$ cat config.mk
export PLATFORM = sky130hd
export DESIGN_NAME = two_way_set_assoc_tag_aging_core
export DESIGN_NICKNAME = d
export VERILOG_FILES = /design/src/rtl/tsa_pkg.sv /design/src/rtl/tsa_ctrl.sv /design/src/rtl/tsa_dp.sv /design/src/rtl/two_way_set_assoc_tag_aging_core.sv
export SDC_FILE = /design/constraint.sdc
export NUM_CORES = 2
export LEC_CHECK = 0
export ABC_AREA = 1
export BUFFER_PORTS_ARGS = -buffer_cell sky130_fd_sc_hd__buf_2
export CAP_MARGIN = 10
export CORE_ASPECT_RATIO = 1.1
export CORE_MARGIN = 2
export CORE_UTILIZATION = 56
export CTS_BUF_LIST = sky130_fd_sc_hd__clkbuf_8 sky130_fd_sc_hd__clkbuf_16
export CTS_CLUSTER_DIAMETER = 50
export DETAILED_ROUTE_END_ITERATION = 10
export PLACE_DENSITY_LB_ADDON = 0.3
export REMOVE_ABC_BUFFERS = 1
export SLEW_MARGIN = 25
export SYNTH_ARGS = -nofsm -noshare
export SYNTH_HDL_FRONTEND = slang
export SYNTH_SLANG_ARGS = --single-unit
export TNS_END_PERCENT = 100
$ cat constraint.sdc
create_clock -name clk -period 31.4 [get_ports clk]
set_input_delay 6.28 -clock clk [delete_from_list [all_inputs] [get_ports clk]]
set_output_delay 6.28 -clock clk [all_outputs]
set_load 0.01 [all_outputs]
$ cat src/rtl/tsa_pkg.sv
`default_nettype none
package tsa_pkg;

  localparam int MAX_SLOTS  = 64;
  localparam int WAYS       = 2;
  localparam int AGE_W      = 16;
  localparam int TAG_W      = 32;
  localparam int FRAME_W    = 32;
  localparam int LIMIT_W    = 32;
  localparam int CNT_W      = 7;
  localparam int SLOT_IDX_W = 6;
  localparam int CFG_DATA_W = 32;

  localparam int SET_CNT    = MAX_SLOTS / WAYS;
  localparam int SET_W      = $clog2(SET_CNT);
  localparam int SLOT_W     = $clog2(MAX_SLOTS);
  localparam int N_W        = SLOT_W + 1;
  localparam int MOD_W      = SET_W + 1;
  localparam int ENTRY_W    = TAG_W + AGE_W;
  localparam int ROW_W      = WAYS * ENTRY_W;

  localparam int DIV_STEP   = 4;
  localparam int DIV_CYC    = FRAME_W / DIV_STEP;
  localparam int DIV_CNT_W  = $clog2(DIV_CYC);

  localparam logic [TAG_W-1:0] TAG_INVALID = '1;
  localparam logic [AGE_W-1:0] AGE_TOP     = '1;

  localparam logic CFG_SLOT_COUNT  = 1'b0;
  localparam logic CFG_FRAME_LIMIT = 1'b1;

  localparam logic KIND_LOOKUP = 1'b0;
  localparam logic KIND_CLEAR  = 1'b1;

  typedef enum logic [1:0] {
    ST_IDLE,
    ST_DIV,
    ST_READ,
    ST_DONE
  } state_t;

  typedef struct packed {
    logic load;
    logic div_step;
    logic rd_en;
    logic finish;
  } ctrl_cmd_t;

  typedef struct packed {
    logic skip;
    logic div_last;
    logic out_free;
  } dp_sts_t;

endpackage
`default_nettype wire

$ cat src/rtl/tsa_ctrl.sv
`default_nettype none
module tsa_ctrl
  import tsa_pkg::*;
(
  input  wire logic      clk,
  input  wire logic      rst,
  input  wire logic      s_tvalid,
  output logic           s_tready,
  input  wire dp_sts_t   sts,
  output ctrl_cmd_t      cmd
);

  state_t state;
  state_t state_next;

  always_ff @(posedge clk) begin
    if (rst) begin
      state <= ST_IDLE;
    end else begin
      state <= state_next;
    end
  end

  always_comb begin
    state_next = state;
    case (state)
      ST_IDLE: begin
        if (s_tvalid) begin
          state_next = sts.skip ? ST_DONE : ST_DIV;
        end
      end
      ST_DIV: begin
        if (sts.div_last) begin
          state_next = ST_READ;
        end
      end
      ST_READ: begin
        state_next = ST_DONE;
      end
      ST_DONE: begin
        if (sts.out_free) begin
          state_next = ST_IDLE;
        end
      end
      default: begin
        state_next = ST_IDLE;
      end
    endcase
  end

  always_comb begin
    s_tready     = 1'b0;
    cmd          = '0;
    case (state)
      ST_IDLE: begin
        s_tready = 1'b1;
        cmd.load = s_tvalid;
      end
      ST_DIV: begin
        cmd.div_step = 1'b1;
      end
      ST_READ: begin
        cmd.rd_en = 1'b1;
      end
      ST_DONE: begin
        cmd.finish = sts.out_free;
      end
      default: begin
        cmd = '0;
      end
    endcase
  end

endmodule
`default_nettype wire

$ cat src/rtl/tsa_dp.sv
`default_nettype none
module tsa_dp
  import tsa_pkg::*;
(
  input  wire logic                  clk,
  input  wire logic                  rst,
  input  wire ctrl_cmd_t             cmd,
  output dp_sts_t                    sts,
  input  wire logic [FRAME_W-1:0]    s_tdata,
  input  wire logic                  s_tuser,
  input  wire logic                  cfg_we,
  input  wire logic                  cfg_index,
  input  wire logic [CFG_DATA_W-1:0] cfg_data,
  output logic                       m_tvalid,
  input  wire logic                  m_tready,
  output logic [7:0]                 m_tdata
);

  logic [CNT_W-1:0]     slot_count;
  logic [LIMIT_W-1:0]   frame_limit;

  logic [FRAME_W-1:0]   frame;
  logic                 skip;
  logic                 clear;
  logic                 reject;

  logic [FRAME_W-1:0]   dividend;
  logic [SET_W-1:0]     rem;
  logic [SET_W-1:0]     rem_next;
  logic [DIV_CNT_W-1:0] div_cnt;

  logic [N_W-1:0]       n_use;
  logic [MOD_W-1:0]     modulus;
  logic [MOD_W-1:0]     trial;

  logic [ROW_W-1:0]     mem [SET_CNT];
  logic [SET_CNT-1:0]   row_valid;
  logic [ROW_W-1:0]     rd_row;
  logic                 rd_valid;

  logic [TAG_W-1:0]     tag0;
  logic [TAG_W-1:0]     tag1;
  logic [AGE_W-1:0]     age0;
  logic [AGE_W-1:0]     age1;
  logic [AGE_W-1:0]     inc0;
  logic [AGE_W-1:0]     inc1;
  logic [TAG_W-1:0]     new_tag0;
  logic [TAG_W-1:0]     new_tag1;
  logic [AGE_W-1:0]     new_age0;
  logic [AGE_W-1:0]     new_age1;
  logic                 hit;
  logic                 way;
  logic [SLOT_W-1:0]    slot;

  logic                 in_skip;

  always_ff @(posedge clk) begin
    if (rst) begin
      slot_count  <= CNT_W'(MAX_SLOTS);
      frame_limit <= '1;
    end else if (cfg_we) begin
      case (cfg_index)
        CFG_SLOT_COUNT:  slot_count  <= cfg_data[CNT_W-1:0];
        CFG_FRAME_LIMIT: frame_limit <= cfg_data[LIMIT_W-1:0];
        default:         slot_count  <= slot_count;
      endcase
    end
  end

  always_comb begin
    if (int'(slot_count) > MAX_SLOTS) begin
      n_use = N_W'(MAX_SLOTS);
    end else begin
      n_use = N_W'(slot_count);
    end
    modulus = n_use[N_W-1:1];
    if (modulus == '0) begin
      modulus = MOD_W'(1);
    end
  end

  assign in_skip = (s_tuser == KIND_CLEAR) || (s_tdata >= frame_limit);

  // for even n, (frame mod n) rounded down to even is twice the set index (frame >> 1) mod (n / 2)
  always_comb begin
    rem_next = rem;
    trial    = '0;
    for (int k = 0; k < DIV_STEP; k++) begin
      trial = {rem_next, dividend[FRAME_W-1-k]};
      if (trial >= modulus) begin
        trial = trial - modulus;
      end
      rem_next = trial[SET_W-1:0];
    end
  end

  always_ff @(posedge clk) begin
    if (cmd.load) begin
      frame    <= s_tdata;
      skip     <= in_skip;
      clear    <= (s_tuser == KIND_CLEAR);
      reject   <= (s_tuser == KIND_LOOKUP) && (s_tdata >= frame_limit);
      dividend <= {1'b0, s_tdata[FRAME_W-1:1]};
      rem      <= '0;
      div_cnt  <= '0;
    end else if (cmd.div_step) begin
      dividend <= dividend << DIV_STEP;
      rem      <= rem_next;
      div_cnt  <= div_cnt + 1'b1;
    end
  end

  always_ff @(posedge clk) begin
    if (cmd.rd_en) begin
      rd_row   <= mem[rem];
      rd_valid <= row_valid[rem];
    end
  end

  always_comb begin
    tag0 = rd_valid ? rd_row[TAG_W-1:0] : TAG_INVALID;
    age0 = rd_valid ? rd_row[ENTRY_W-1:TAG_W] : '0;
    tag1 = rd_valid ? rd_row[ENTRY_W+TAG_W-1:ENTRY_W] : TAG_INVALID;
    age1 = rd_valid ? rd_row[ROW_W-1:ENTRY_W+TAG_W] : '0;
    inc0 = (age0 == AGE_TOP) ? age0 : age0 + 1'b1;
    inc1 = (age1 == AGE_TOP) ? age1 : age1 + 1'b1;

    new_tag0 = tag0;
    new_tag1 = tag1;
    new_age0 = inc0;
    new_age1 = inc1;
    hit      = 1'b1;
    way      = 1'b0;
    if (tag0 == frame) begin
      new_age0 = '0;
      new_age1 = age1;
    end else if (tag1 == frame) begin
      new_age1 = '0;
      way      = 1'b1;
    end else begin
      hit = 1'b0;
      if (inc1 > inc0) begin
        way      = 1'b1;
        new_tag1 = frame;
        new_age1 = '0;
      end else begin
        new_tag0 = frame;
        new_age0 = '0;
      end
    end
    slot = {rem, way};
  end

  always_ff @(posedge clk) begin
    if (cmd.finish && !skip) begin
      mem[rem] <= {new_age1, new_tag1, new_age0, new_tag0};
    end
  end

  always_ff @(posedge clk) begin
    if (rst) begin
      row_valid <= '0;
    end else if (cmd.finish) begin
      if (clear) begin
        row_valid <= '0;
      end else if (!skip) begin
        row_valid[rem] <= 1'b1;
      end
    end
  end

  always_ff @(posedge clk) begin
    if (rst) begin
      m_tvalid <= 1'b0;
    end else if (cmd.finish) begin
      m_tvalid <= 1'b1;
    end else if (m_tready) begin
      m_tvalid <= 1'b0;
    end
  end

  always_ff @(posedge clk) begin
    if (cmd.finish) begin
      if (skip) begin
        m_tdata <= {reject, SLOT_IDX_W'(0), 1'b0};
      end else begin
        m_tdata <= {1'b0, SLOT_IDX_W'(slot), hit};
      end
    end
  end

  always_comb begin
    sts.skip     = in_skip;
    sts.div_last = (div_cnt == DIV_CNT_W'(DIV_CYC - 1));
    sts.out_free = !m_tvalid || m_tready;
  end

endmodule
`default_nettype wire

$ cat src/rtl/two_way_set_assoc_tag_aging_core.sv
`default_nettype none
// Two-way set-associative tag store with saturating age counters. A lookup request
// carries a frame number in s_tdata (s_tuser low); the frame maps to the set
// (frame >> 1) mod (slot_count / 2), with slot_count capped at 64; the reply gives
// hit, the slot found or reserved, and rejected when the frame is not below
// frame_limit. A lookup computes the set-index remainder (4 dividend bits per
// cycle), reads the set row from the tag memory and then updates the row and loads
// the result register, waiting while the previous result is untaken. A clear
// request (s_tuser high) or a rejected lookup skips the division and the read and
// puts its result in the result register, with the same wait; a clear resets all
// per-set valid bits at once, so there is no sweep after reset or clear. One
// request is in flight at a time; a new request is taken while the previous
// result waits in the output register.
module two_way_set_assoc_tag_aging_core
  import tsa_pkg::*;
(
  input  wire logic                  clk,
  input  wire logic                  rst,
  input  wire logic                  s_tvalid,
  output logic                       s_tready,
  input  wire logic [FRAME_W-1:0]    s_tdata,   // frame_number
  input  wire logic                  s_tuser,   // kind
  output logic                       m_tvalid,
  input  wire logic                  m_tready,
  output logic [7:0]                 m_tdata,   // rejected, slot_index[5:0], hit
  input  wire logic                  cfg_we,
  input  wire logic                  cfg_index,
  input  wire logic [CFG_DATA_W-1:0] cfg_data
);

  ctrl_cmd_t cmd;
  dp_sts_t   sts;

  tsa_ctrl u_ctrl (
    .clk      (clk),
    .rst      (rst),
    .s_tvalid (s_tvalid),
    .s_tready (s_tready),
    .sts      (sts),
    .cmd      (cmd)
  );

  tsa_dp u_dp (
    .clk       (clk),
    .rst       (rst),
    .cmd       (cmd),
    .sts       (sts),
    .s_tdata   (s_tdata),
    .s_tuser   (s_tuser),
    .cfg_we    (cfg_we),
    .cfg_index (cfg_index),
    .cfg_data  (cfg_data),
    .m_tvalid  (m_tvalid),
    .m_tready  (m_tready),
    .m_tdata   (m_tdata)
  );

  a_one_in_flight: assert property (@(posedge clk) disable iff (rst)
    s_tvalid && s_tready |=> !s_tready)
    else $error("request accepted while another is in flight");

  a_finish_free: assert property (@(posedge clk) disable iff (rst)
    cmd.finish |-> sts.out_free)
    else $error("result loaded over an untaken result");

  a_busy_steps: assert property (@(posedge clk) disable iff (rst)
    cmd.div_step || cmd.rd_en |-> !s_tready)
    else $error("datapath working while idle");

  a_finish_shows: assert property (@(posedge clk) disable iff (rst)
    cmd.finish |=> m_tvalid)
    else $error("finished request produced no result");

  a_reject_no_hit: assert property (@(posedge clk) disable iff (rst)
    m_tvalid |-> !(m_tdata[7] && m_tdata[0]))
    else $error("rejected result marked as hit");

endmodule
`default_nettype wire
==> results.md <==
- The worst setup path is launched from an input port.
- The clock sink total is 3325.
- The total iterations of the first detailed-routing run is 6.
- In the post-synthesis netlist, the biggest area contributors are sky130_fd_sc_hd__edfxtp_1 77%, sky130_fd_sc_hd__a22oi_1 9.1%, sky130_fd_sc_hd__a21oi_1 3.3%.
- The worst-case clock buffer depth is 4.
- Before CTS, the worst setup slack after placement is 21.46 ns.
- The number of rows in the core area is 183.
- The H-tree was split into 5 levels.
- The die width is 457.2 µm.
- Across the VDD grid, the largest voltage drop is around 0.17 mV.
- The via count of the first global-routing pass is 75.47k.
- The worst setup margin is 22.32 ns.
- Detailed placement ended at an HPWL of 205400 µm.
- For the pin with the worst max-slew slack, the measured transition is 1.202 ns.
- The number of instances resized during post-cts repair is 0.
- Clock-pin slew was measured on the worst setup and hold paths at around 0.060 ns.
- The share of synthesized area in the top cell type comes to 0.7695.
- The required time of the critical path is 31.94 ns.
- For the worst flop-to-flop path, the logic depth is 37.
- Summing internal, switching and leakage power gives 13.43 mW.
- The reg-to-reg startpoint is u_dp.slot_count[4].
- The fraction of power consumed by the clock network is 0.280.
- Clock skew on the completed layout was measured at 0.1128 ns.
- Of the total power, the share spent switching nets is 0.3359.
- Measured against its own limit, the worst slew margin works out to 0.1910.
- Summed over all nets, the switching power comes to 4.513 mW.
- The cell count after placement is 10.91k.
- The worst register-to-register path has a setup slack of 24.68 ns.
- The static leakage is 45.95 nW.
- The endpoint of the worst hold-timing path is u_dp.row_valid[23].
- The number of synthesized register bits is 3325.
- The area added between synthesis and finish is 11.46%.
- Derived from the worst setup path, the maximum achievable clock frequency is 110.1 MHz.
- Across all hold checks on the routed design, the worst slack comes to 0.4606 ns.
- The congestion estimate from routability-driven global placement came to 0.8985.
- The startpoint of the worst hold path is u_dp.row_valid[23].
- Buffers inserted to repair hold after CTS numbered 0.
- The destination of the worst register-to-register timing path is u_dp.rem[0].
- Power spread over the standard cell area amounts to ~95 mW/mm².
- The total overflow left after global routing is 0.
- The post-synthesis sequential area ratio is 0.7825.
- The worst hold path cell count is 2.
- The mean number of vias per cell is 6.861.
- The DRC violation total after the first TritonRoute iteration is 12.94k.
- The remaining routing DRC violations is 0.
- The floorplan die area is 0.2298 mm².
- For this run, the share of the core covered by cells in the final layout is 0.6261.
- The starting density of the core is 0.5617.
- The routed wire length is 369200 µm.
- After floorplanning, the core was sized to cover approximately 0.23 mm².
- The number of warnings issued by yosys is 0.
- The post-synthesis adder-cell area fraction is 0.008543.
- Once layout is done, the placed cells without fillers occupy between 0.1 and 0.15 mm².
- The fraction of the mapped netlist area in compound gates is 0.1312.
- The clock reaches the later pin of the worst-skew pair after 1.00 ns.
- The wire length of the first global-routing pass is 526600 µm.
- The portion of total power attributed to sequential cells is 0.456.
- The mux cell area share after synthesis is 0.
- The setup violation total in the final timing report is 0.
- Setup repair after global routing left no endpoint under its margin.
- Port buffering added 80 buffers.
- The detail route stage leaves a number of antenna-violating nets equal to 0.
- The fraction of registers with async set/reset is 0.
- For this run, the number of standard cells in the final layout without fillers is 11.48k.
- The number of antenna violations at the first check in global routing is 12.
- The final-report max-slew violation count is 0.
- The run finished with clean final reports.
- After detailed routing, the average wire length per cell comes to 32.15 µm.
- The root buffer selected by CTS is sky130_fd_sc_hd__clkbuf_16.
- The number of nets in the layout is around 8.4k.
- The final critical path time including I/O delays and setup is 9.085 ns.
- The number of hold violations in the final report was 0.
- The simple-gate share of the synthesized area is 0.04881.
- Clock tree synthesis inserted a total of 328 buffers.
- Across the run, the number of max-cap violations was 0.
- Synthesis produced slightly above 8k cells.
- The fraction of final layout cells sized beyond drive strength 1 is 0.1030.
- In the global route stage, overall resource usage came out at 0.3147.
- The number of distinct standard cells referenced by the synthesized netlist is 47.
- After detailed placement, the total cell area comes to about 0.13 mm².
- Of the total synthesized cell area, the portion taken by XOR and XNOR cells is 0.005952.
- The internal cell power is 8.921 mW.
- The die is 502.6 µm tall.
- In this run, synthesis inferred between 3k and 4k flip-flops with an integrated enable.
- The min-delay analysis places its worst path in the category reg2reg.
- Data on the critical path arrives at its endpoint at roughly 9.6 ns.
- For the final routed database, the setup TNS stands at 0 ns.
- 81 I/O pins were placed.
- The routed via count is 78.77k.
- The worst setup path is captured at a flip-flop.
- By area, the combinational part of the netlist is dominated by compound AO/OA/AOI/OAI gates.
- The worst setup path is of the in2reg kind.
- The most area-hungry cell type in the Yosys netlist is sky130_fd_sc_hd__edfxtp_1.
- In this run the cell area of the synthesized design comes to ~0.13 mm².
- The clock tree from TritonCTS is built.
- The most frequent cell after synthesis is sky130_fd_sc_hd__edfxtp_1.
- The share of total power dissipated in combinational logic is 0.265.
- The prevailing post-synth register cell is sky130_fd_sc_hd__edfxtp_1.
- The share of the cycle needed by the critical path after routing is 0.2893.
- The mean instance size in the synthesized netlist is about 16 µm².
- Buffers added to address setup during post-CTS repair amount to 0.
- Entering global routing, the biggest net connects approximately 160 pins.
- The top fanout value on the critical path is a little under 50.
- The commonest cells after synthesis are 3243 x sky130_fd_sc_hd__edfxtp_1, 1538 x sky130_fd_sc_hd__a22oi_1, 835 x sky130_fd_sc_hd__a21oi_1.
-- layout make-up --
cell class	count	area (µm²)
clock buffer	340	8474
clock inverter	223	1678
tap	2960	3704
antenna	7	17.52
timing repair buffer	301	2208
sequential	3325	99030
fill	15850	84250
multi-input combinational	4086	25030
inverter	239	922.1
-- state kept, by name, indices dropped and copies added, names as in the netlist --
name / count
u_dp.rd_valid: 1
u_dp.rem: 5
u_dp.dividend: 32
u_dp.skip: 1
u_ctrl.state: 2
u_dp.m_tvalid: 1
u_dp.row_valid: 32
u_dp.m_tdata: 8
u_dp.reject: 1
u_dp.clear: 1
u_dp.rd_row: 96
u_dp.frame: 32
u_dp.mem: 3072
u_dp.div_cnt: 3
u_dp.frame_limit: 32
u_dp.slot_count: 6
-- power groups by stage --
stage                     sequential (mW)  clock (mW)  combinational [mW]
after global routing                 6.13        3.94                3.78
after detailed placement             6.22           0                3.45
after global placement               6.23           0                3.34
after CTS                            6.13        3.77                3.46
after floorplan                      6.17           0                2.45
final                                6.12        3.76                3.56
-- how the worst max path moves through the flow --
stage / startpoint / to / slack [ns] / cells past startpoint
floorplan: u_dp.rem[0] / u_dp.mem[13][0] / -7.15 / 4
global placement: m_tready / u_dp.mem[12][56] / 21.60 / 9
detailed placement: m_tready / u_dp.mem[12][16] / 21.46 / 9
CTS: m_tready / u_dp.mem[12][56] / 22.44 / 9
global route: m_tready / u_dp.mem[12][56] / 22.31 / 9
finish: m_tready / u_dp.mem[12][56] / 22.32 / 9
-- cells in the final DEF (no fill, tap or decap), drive strengths merged, types with 2 or more instances in the layout --
cell and count:
edfxtp 3243, inv 305, a21boi 2, bufinv 24, a31oi 5, o22ai 14
diode 7, fa 4, nor2 156, or2 48, nand3 85, nor4 185
buf 301, xor2 71, clkinvlp 6, ha 80, a22o 3, o211ai 33
o21a 2, nand3b 7, and2 5, a21o 3, o21ai 77, xnor2 15
clkbuf 340, clkinv 127, o221ai 2, dfxtp 82, a22oi 1538, a21oi 835
nand2 819, nor3 58, and3 3, nand4 31
-- critical path, stage by stage --
cell and delay [ns]:
sky130_fd_sc_hd__buf_2 0.13, sky130_fd_sc_hd__inv_1 0.06, sky130_fd_sc_hd__nand2_1 0.11, sky130_fd_sc_hd__nand2_1 0.28, sky130_fd_sc_hd__or2_2 0.38, sky130_fd_sc_hd__buf_4 0.34, sky130_fd_sc_hd__nor3_2 0.22, sky130_fd_sc_hd__buf_4 0.69
sky130_fd_sc_hd__buf_4 0.85
-- routing by layer --
layer	up-vias	wire length, µm	global-route usage
li1	32440	-	-
met4	6	18050	0.1381
met3	954	48490	0.07769
met5	-	35	0
met1	39320	132200	0.4257
met2	6053	170400	0.4893
-- kinds of logic after synthesis --
logic type,Yosys count
buf+inv,743
xor+xnor,86
fa+ha+maj,84
simple gates,1399
compound gates,2517
flops,3325
Power figures use the tool's default switching activity.
